--- src/rtl/core/ert_fifo.sv ---
`timescale 1ns / 1ps
// ----------------------------------------------------------------------------
// ert_fifo
// small register queue with push/full and pop/empty handshakes
// ----------------------------------------------------------------------------
module ert_fifo #(
  parameter int unsigned WIDTH = 8,
  parameter int unsigned DEPTH = 2
) (
  input  logic             clk,
  input  logic             rst,
  input  logic             push,
  input  logic [WIDTH-1:0] wr_data,
  output logic             full,
  input  logic             pop,
  output logic [WIDTH-1:0] rd_data,
  output logic             empty
);

  localparam int unsigned PW = (DEPTH > 1) ? $clog2(DEPTH) : 1;
  localparam int unsigned CW = $clog2(DEPTH + 1);

  logic [WIDTH-1:0] mem [DEPTH];
  logic [PW-1:0]    wr_ptr;
  logic [PW-1:0]    rd_ptr;
  logic [CW-1:0]    count;
  logic             do_push;
  logic             do_pop;

  assign full    = (count == CW'(DEPTH));
  assign empty   = (count == '0);
  assign do_push = push && !full;
  assign do_pop  = pop && !empty;
  assign rd_data = mem[rd_ptr];

  always_ff @(posedge clk) begin
    if (do_push) begin
      mem[wr_ptr] <= wr_data;
    end
  end

  always_ff @(posedge clk) begin
    if (rst) begin
      wr_ptr <= '0;
      rd_ptr <= '0;
      count  <= '0;
    end else begin
      if (do_push) begin
        wr_ptr <= (wr_ptr == PW'(DEPTH - 1)) ? '0 : wr_ptr + 1'b1;
      end
      if (do_pop) begin
        rd_ptr <= (rd_ptr == PW'(DEPTH - 1)) ? '0 : rd_ptr + 1'b1;
      end
      if (do_push && !do_pop) begin
        count <= count + 1'b1;
      end else if (do_pop && !do_push) begin
        count <= count - 1'b1;
      end
    end
  end

endmodule

--- config.mk ---
export PLATFORM = sky130hd
export DESIGN_NAME = ert_fifo
export DESIGN_NICKNAME = d
export VERILOG_FILES = /design/src/rtl/core/ert_fifo.sv
export SDC_FILE = /design/constraint.sdc
export NUM_CORES = 1
export LEC_CHECK = 0
export BUFFER_PORTS_ARGS = -buffer_cell sky130_fd_sc_hd__buf_2
export CAP_MARGIN = 25
export CORE_MARGIN = 8
export CORE_UTILIZATION = 48
export DETAILED_ROUTE_END_ITERATION = 8
export MAX_ROUTING_LAYER = met4
export PLACE_DENSITY = 0.72
export REMOVE_ABC_BUFFERS = 1
export SLEW_MARGIN = 20
export SYNTH_ARGS = -nofsm -noshare
export SYNTH_HDL_FRONTEND = slang
export SYNTH_SLANG_ARGS = --single-unit
--- constraint.sdc ---
create_clock -name clk -period 1.85 [get_ports clk]
set_input_delay 0.555 -clock clk [delete_from_list [all_inputs] [get_ports clk]]
set_output_delay 0.555 -clock clk [all_outputs]
set_load 0.1 [all_outputs]
==> impl_metrics.json <==
{
  "status": "finished clean",
  "wl_per_cell_um": 16.7,
  "area_delta_synth_final_pct": 42.4,
  "placed_area_um2": 943,
  "yosysTopAreaCellShare_pct": 60.6,
  "finalHoldViolCount": 0,
  "clock.fmax_mhz": 545,
  "rows": 14,
  "clk_latency_ps": 300,
  "r2r_cells": 5,
  "grt_pass1_vias": 538,
  "cp.arrival_ps": 1280,
  "synth.largest_area_cell": "edfxtp_1",
  "fin_crit_sh_pct": 99.1,
  "drive_above_1_share_pct": 48.7,
  "num_antenna_cells": 0,
  "maxCapViolations": 0,
  "setup_viol": 0,
  "die_area_mm2": 0.00321,
  "start_util_pct": 52.1,
  "min_path_type": "input pin to flip-flop",
  "via_count": 473,
  "fin_skew_ps": 6.13,
  "dp_hpwl_um": 1060,
  "wirelength_um": 1540,
  "die_y_um": 56.7,
  "ys.flop_type": "edfxtp_1",
  "syn_area_um2": 793,
  "crit_chain": "buf_6 -> mux2_4 -> buf_12",
  "max_stage_delay_ps": 370,
  "yosys_warnings": 0,
  "antenna_found_initial": 0,
  "core_area_mm2": 0.00152,
  "slew_viol_final": 0,
  "drt_pass1_iterations": 4,
  "vias_per_cell": 5.14,
  "cts_made_buffers": 3,
  "tightest_slew_ps": 487,
  "cts_root_buffer": "clkbuf_4",
  "path_clk_slew_ps": 110,
  "critPathKind": "flip-flop to output pin",
  "place_congestion": 0.685,
  "cts_tree": "done",
  "fp.dieW_um": 56.7,
  "cp_slowest_cell": "dfxtp_2",
  "postCtsHoldBufs": 0,
  "grt_max_degree": 13,
  "grt_usage_pct": 10.7,
  "finalCriticalPeriod_ps": 1830,
  "drcViolationCount": 0,
  "yosysUniqueCellTypes": 13,
  "crit_required_ps": 1290,
  "synth-seq-cells": 21,
  "rsz0062_at_grt": "yes",
  "io_pins": 22,
  "relSlewSlack_pct": 67.7,
  "post-route-util_pct": 74.1,
  "portBuffers": 21,
  "hold_depth": 1,
  "finish.instance_area_mm2": 0.00113,
  "synth_area_leaders": "edfxtp_1, dfxtp_1, mux2_2, xor2_1, nor2_1",
  "first_iter_violations": 7,
  "postSynthCellCount": 50,
  "clockBufferDepth": 2,
  "yosysMostFrequentCell": "edfxtp_1",
  "fin_ws_ps": 15.9,
  "cp-end-kind": "output pin",
  "syn_area_per_cell_um2": 15.9,
  "yosysSeqAreaShare_pct": 73.2,
  "grt_pass1_wl_um": 2530,
  "synth_edf_count": 16,
  "cts.sinks": 21,
  "ant_nets": 0,
  "post-cts-setup-buffers": 0,
  "yosys-top-cells-count": "edfxtp_1, mux2_2, dfxtp_1, nor2_1",
  "synth-async-reset-ratio_pct": 0,
  "place_ws_ps": 142,
  "h-tree-depth": 1,
  "nets": 90,
  "overflow": 0,
  "cp_max_fo": 4,
  "cp-start-kind": "flip-flop"
}
[timing repair]
action | 4_1_cts | 5_1_grt
setup endpoints to repair | 8 | 8
gates resized for setup | 32 | 11
cloned | 0 | 0
[sequential cells by signal, summed over array words and instances, names as in the netlist, named ones only]
register,flops
wr_ptr,1
rd_ptr,1
mem,16
count,2
[worst paths after layout]
kind	startpoint	to	slack (ps)
worst max-delay path	flip-flop	rd_data[0]	20
worst min-delay path	wr_data[2]	mem[1][2]$_DFFE_PP_	440
worst max register to register	count[1]$_SDFFE_PP0P_	count[1]$_SDFFE_PP0P_	200
worst min register to register	wr_ptr$_SDFFE_PP0N_	wr_ptr$_SDFFE_PP0N_	490
[critical path, delay by kind of cell, from the launching register on]
family / cells / cell delay (ps)
DFF: 1 / 370
muxes: 1 / 320
buffers and inverters: 2 / 290
[layer usage]
metal | global-route usage [%] | wire length [µm] | part of all wire [%] | vias to the layer above
met5 | - | 0 | 0 | -
met4 | 5.15 | 30 | 2.0 | 0
met3 | 3.37 | 65 | 4.2 | 5
met2 | 18.8 | 865 | 56 | 15
met1 | 10.3 | 575 | 37 | 221
li1 | - | - | - | 232
[final cells by class]
class / count / area [µm²]
inverters: 2 / 7.51
flip-flops and latches: 21 / 582
clock buffers: 3 / 22.5
clock inverters: 1 / 5.00
fillers: 104 / 394
multi-input cells: 26 / 230
repair buffers: 23 / 263
well taps: 16 / 20.0
[through the flow]
step	hold slack (ps)	instances	setup TNS (ps)
floorplan	452	49	-1260
global placement	468	88	0
detailed placement	487	88	0
CTS	429	92	-71.3
global route	424	92	-213
finish	436	92	0
[layout by cell type (no fill, tap or decap)]
| cell | n |
|---|---|
| buf_12 | 9 |
| clkbuf_4 | 3 |
| or3_1 | 2 |
| mux2_4 | 8 |
| dfxtp_1 | 4 |
| nor2b_2 | 1 |
| edfxtp_1 | 16 |
| o21ai_0 | 3 |
| a21oi_1 | 2 |
| and2_1 | 1 |
| inv_1 | 2 |
| dfxtp_2 | 1 |
| ha_1 | 1 |
| clkinv_2 | 1 |
| buf_6 | 2 |
| buf_2 | 12 |
| nor2_1 | 5 |
| xor2_1 | 3 |
[logic make-up after synthesis]
group,after synthesis,synth area share [%]
AOI/OAI and AO/OA,5,3.15
DFF,21,73.2
xor gates and xnor gates,3,3.31
muxes,8,11.4
and+or+nand+nor,9,5.84
buffers and inverters,3,1.58
adders and majority gates,1,1.58
Power is not shown: default switching activity piles up to over one toggle a cycle in this logic, so the estimate is an artifact.
