==> config.mk <==
export PLATFORM = sky130hd
export DESIGN_NAME = ert_front
export DESIGN_NICKNAME = d
export VERILOG_FILES = /design/src/rtl/core/ert_pkg.sv /design/src/rtl/core/ert_front.sv
export SDC_FILE = /design/constraint.sdc
export NUM_CORES = 1
export LEC_CHECK = 0
export BUFFER_PORTS_ARGS = -buffer_cell sky130_fd_sc_hd__buf_2
export CAP_MARGIN = 20
export CORE_AREA = 2 2 67 69
export DETAILED_ROUTE_END_ITERATION = 8
export DIE_AREA = 0 0 69 71
export PLACE_DENSITY = 0.81
export SYNTH_ARGS = -nofsm -noshare
export SYNTH_HDL_FRONTEND = slang
export SYNTH_SLANG_ARGS = --single-unit
==> constraint.sdc <==
create_clock -name vclk -period 2.36
set_clock_uncertainty 0.1 [all_clocks]
set_input_delay 0.118 -clock vclk [all_inputs]
set_output_delay 0.118 -clock vclk [all_outputs]
set_load 0.01 [all_outputs]
==> src/rtl/core/ert_pkg.sv <==
`timescale 1ns / 1ps
// ----------------------------------------------------------------------------
// ert_pkg
// types and constants shared by the echo request tracker modules
// ----------------------------------------------------------------------------
package ert_pkg;

  // configuration port
  localparam int unsigned ADDR_W     = 3;
  localparam int unsigned REG_OWN_ID = 0;

  // reply checks
  localparam logic [11:0] MIN_ICMP_BYTES  = 12'd8;
  localparam logic [7:0]  ECHO_REPLY_TYPE = 8'd0;

  // input kinds
  localparam logic KIND_SEND  = 1'b0;
  localparam logic KIND_REPLY = 1'b1;

  typedef enum logic [2:0] {
    ST_SENT      = 3'd0,
    ST_FULL      = 3'd1,
    ST_MATCHED   = 3'd2,
    ST_SHORT     = 3'd3,
    ST_FOREIGN   = 3'd4,
    ST_UNMATCHED = 3'd5
  } status_t;

  typedef enum logic [1:0] {
    OP_SEND   = 2'd0,
    OP_MATCH  = 2'd1,
    OP_REJECT = 2'd2
  } op_t;

  typedef enum logic [1:0] {
    BK_CLEAR = 2'd0,
    BK_IDLE  = 2'd1,
    BK_SCAN  = 2'd2
  } bk_state_t;

  typedef struct packed {
    logic        kind;
    logic [31:0] now_ms;
    logic [3:0]  ip_header_words;
    logic [11:0] packet_length;
    logic [7:0]  msg_type;
    logic [15:0] icmp_id;
    logic [15:0] echo_seq;
  } req_t;

  typedef struct packed {
    status_t     status;
    logic [15:0] seq_number;
    logic [6:0]  slot_index;
    logic [31:0] round_trip_ms;
    logic [11:0] payload_length;
    logic [15:0] received_total;
  } rsp_t;

  // classified command between front and back
  typedef struct packed {
    op_t         op;
    status_t     rej_status;
    logic [31:0] now_ms;
    logic [15:0] seq;
    logic [11:0] plen;
  } cmd_t;

  // one table slot
  typedef struct packed {
    logic        busy;
    logic [15:0] seq;
    logic [31:0] send_time;
  } entry_t;

endpackage

==> src/rtl/core/ert_front.sv <==
`timescale 1ns / 1ps
// ----------------------------------------------------------------------------
// ert_front
// accepts transactions and sorts them into send, match or reject commands
// ----------------------------------------------------------------------------
module ert_front
  import ert_pkg::*;
(
  input  req_t        item,
  input  logic        push,
  output logic        full,
  input  logic [15:0] own_id,
  input  logic        clearing,
  input  logic        cmd_full,
  output logic        cmd_push,
  output cmd_t        cmd_data
);

  logic [11:0] hdr_bytes;
  logic [11:0] plen;
  logic        too_short;
  logic        foreign;

  assign full     = cmd_full || clearing;
  assign cmd_push = push && !full;

  // header length in bytes, payload saturates at zero
  assign hdr_bytes = {6'd0, item.ip_header_words, 2'b00};
  assign plen      = (item.packet_length > hdr_bytes) ?
                     (item.packet_length - hdr_bytes) : 12'd0;
  assign too_short = (plen < MIN_ICMP_BYTES);
  assign foreign   = (item.msg_type != ECHO_REPLY_TYPE) || (item.icmp_id != own_id);

  always_comb begin
    cmd_data.now_ms     = item.now_ms;
    cmd_data.seq        = item.echo_seq;
    cmd_data.plen       = plen;
    cmd_data.op         = OP_MATCH;
    cmd_data.rej_status = ST_UNMATCHED;
    if (item.kind == KIND_SEND) begin
      cmd_data.op   = OP_SEND;
      cmd_data.plen = 12'd0;
    end else if (too_short) begin
      cmd_data.op         = OP_REJECT;
      cmd_data.rej_status = ST_SHORT;
    end else if (foreign) begin
      cmd_data.op         = OP_REJECT;
      cmd_data.rej_status = ST_FOREIGN;
    end
  end

endmodule

==> impl_metrics.json <==
{
  "final-hold-violation-count": 0,
  "die_x_um": 69,
  "vias_per_cell": 4.50,
  "n_antenna_cell": 0,
  "drc": 0,
  "grt_remaining_overflow": 0,
  "whs_ns": 0.136,
  "vias": 1021,
  "antenna_found_initial": 0,
  "ctsHoldBuffers": 0,
  "design.seq.count": 0,
  "cpPeakStageDelay_ns": 0.55,
  "status": "finished with violations",
  "rows": 24,
  "post_drt_wl_per_cell_um": 13.0,
  "synth_area_per_cell_um2": 7.30,
  "cp.required_ns": 2.14,
  "leakagePower_nw": 0.576,
  "regArea_um2": 0,
  "power.density_nw_per_um2": 190,
  "slew_violations": 0,
  "yosysWarnings": 0,
  "drive_above_1_share_pct": 53.1,
  "start_util_pct": 24.7,
  "setup_slack_ns": -0.225,
  "startpoint_type": "primary input",
  "syn_area_um2": 1040,
  "synthesis.nets": 255,
  "yosysSeqAreaShare_pct": 0,
  "final_cell_mix": "78 x buf_2, 15 x xnor2_1, 13 x nor2_1",
  "crit_chain": "buf_6, inv_4, ha_4, inv_2, fa_1, or4_4, a311oi_2, o41ai_2, nor4_4, o31a_1, buf_2",
  "tightest_slew_ns": 0.526,
  "fin_util_pct": 28.2,
  "coreArea_um2": 4200,
  "placed_cells": 227,
  "final_common_cell": "buf_2",
  "hp-class": "in -> out",
  "timing.critical_path.buf_inv": 4,
  "rsz0062_at_grt": "true",
  "drv_cap": 0,
  "grt_pass1_wl_mm": 4.78,
  "max_freq_ghz": 0.387,
  "instances_no_fill": 227,
  "synth_cells": 142,
  "cp-end-kind": "output port",
  "ir_worst_vdd_v": 0.0000560,
  "setup_viol": 5,
  "worstPathArrival_ns": 2.37,
  "max-slew-margin-rel_pct": 64.8,
  "dr.pass1.iters": 4,
  "post-dp-hpwl_mm": 2.62,
  "nNetsFinal": 290,
  "path_class": "in -> out",
  "finalCriticalPeriod_ns": 2.59,
  "violations": "negative setup slack",
  "gp_congestion": 0.921,
  "drt-total-wl_mm": 2.96,
  "pin_count": 175,
  "grt_pass1_vias": 1110,
  "clkbuf_count": 0,
  "synth_cell_type_count": 32,
  "critical_path.startpoint": "item[42]",
  "cp_max_fo": 5,
  "grt_start_max_net_pins": 9,
  "numPortBuffers": 79,
  "hp-start": "item[1]",
  "globalRouteTotalUtil_pct": 11.7,
  "die_h_um": 71,
  "drtAntennaViolNets": 0,
  "drt_iter0_drc": 9,
  "crit_path_top_delay_cell": "or4_4",
  "area_growth_syn_to_layout_pct": 14.1,
  "fin_crit_sh_pct": 110,
  "critical-path-top-delay-family": "simple AND/OR/NAND/NOR gates",
  "fp.dieArea_um2": 4900
}
==> where the power goes <==
part,internal [W],switching [W]
Sequential,0,0
Combinational,0.000114,0.000111
Clock,0,0
==> cell usage after synthesis (all sizes together) <==
| library cell | n | area [um^2] |
|---|---|---|
| o31a | 2 | 18.8 |
| and2 | 5 | 31.3 |
| a21o | 1 | 7.51 |
| nand3b | 1 | 7.51 |
| inv | 6 | 22.5 |
| nor4b | 1 | 8.76 |
| o21ai | 2 | 10.0 |
| buf | 49 | 365 |
| nor4 | 6 | 52.6 |
| a21oi | 3 | 18.8 |
| nor3 | 4 | 20.0 |
| fa | 1 | 20.0 |
| or4 | 1 | 11.3 |
| o41ai | 1 | 8.76 |
| nand2b | 2 | 15.0 |
| or3 | 1 | 6.26 |
| nor2 | 13 | 48.8 |
| nand2 | 2 | 7.51 |
| a311oi | 1 | 15.0 |
| xor2 | 8 | 70.1 |
| xnor2 | 15 | 131 |
| o21a | 4 | 30.0 |
| ha | 4 | 50.1 |
| mux2i | 1 | 10.0 |
| nor2b | 2 | 12.5 |
| nand4 | 5 | 31.3 |
| or2 | 1 | 6.26 |
==> metal layers <==
metal  vias up  track usage [%]  part of all wire, %
li1        499                -                    -
met1       434             10.8                   31
met2        66             21.8                   51
met3        22             3.99                   12
met4         0             7.63                  5.5
met5         -                0                    0
==> final timing paths <==
kind           end  slack [ns]  cells past startpoint
max   cmd_data[64]       -0.23                     11
min   cmd_data[13]        0.14                      0
==> timing repair <==
action | 4_1_cts | 5_1_grt
setup buffers | 0 | 0
setup endpoints to repair | 5 | 5
gates resized for setup | 7 | 0
pin swaps | 2 | 0
==> layout make-up <==
type / count / area, um^2
Tap cell: 52 / 65.1
Inverter: 6 / 25.0
Fill cell: 480 / 3020
Multi-Input combinational cell: 87 / 669
Timing Repair Buffer: 82 / 424
==> stage by stage <==
| stage | cell area [um^2] | setup TNS [ns] | setup WS (ns) | total power (W) |
|---|---|---|---|---|
| floorplan | 1040 | 0 | 0.0754 | 0.000201 |
| global placement | 1150 | -0.880 | -0.201 | 0.000217 |
| detailed placement | 1150 | -1.25 | -0.271 | 0.000220 |
| CTS | 1180 | -1.04 | -0.232 | 0.000227 |
| global route | 1180 | -1.62 | -0.347 | 0.000250 |
| finish | 1180 | -0.997 | -0.225 | 0.000225 |
==> logic make-up (layout without fill, tap and decap cells) <==
group,Yosys count,after routing,synth area share (%)
XOR/XNOR,23,23,19.4
adder cells (fa/ha/maj),5,5,6.76
buffers and inverters,55,88,37.4
AND/OR/NAND/NOR,44,44,25.0
multiplexers,1,1,0.965
AO/OA/AOI/OAI,14,14,10.5
No activity file was read; power rests on OpenSTA's default activity.
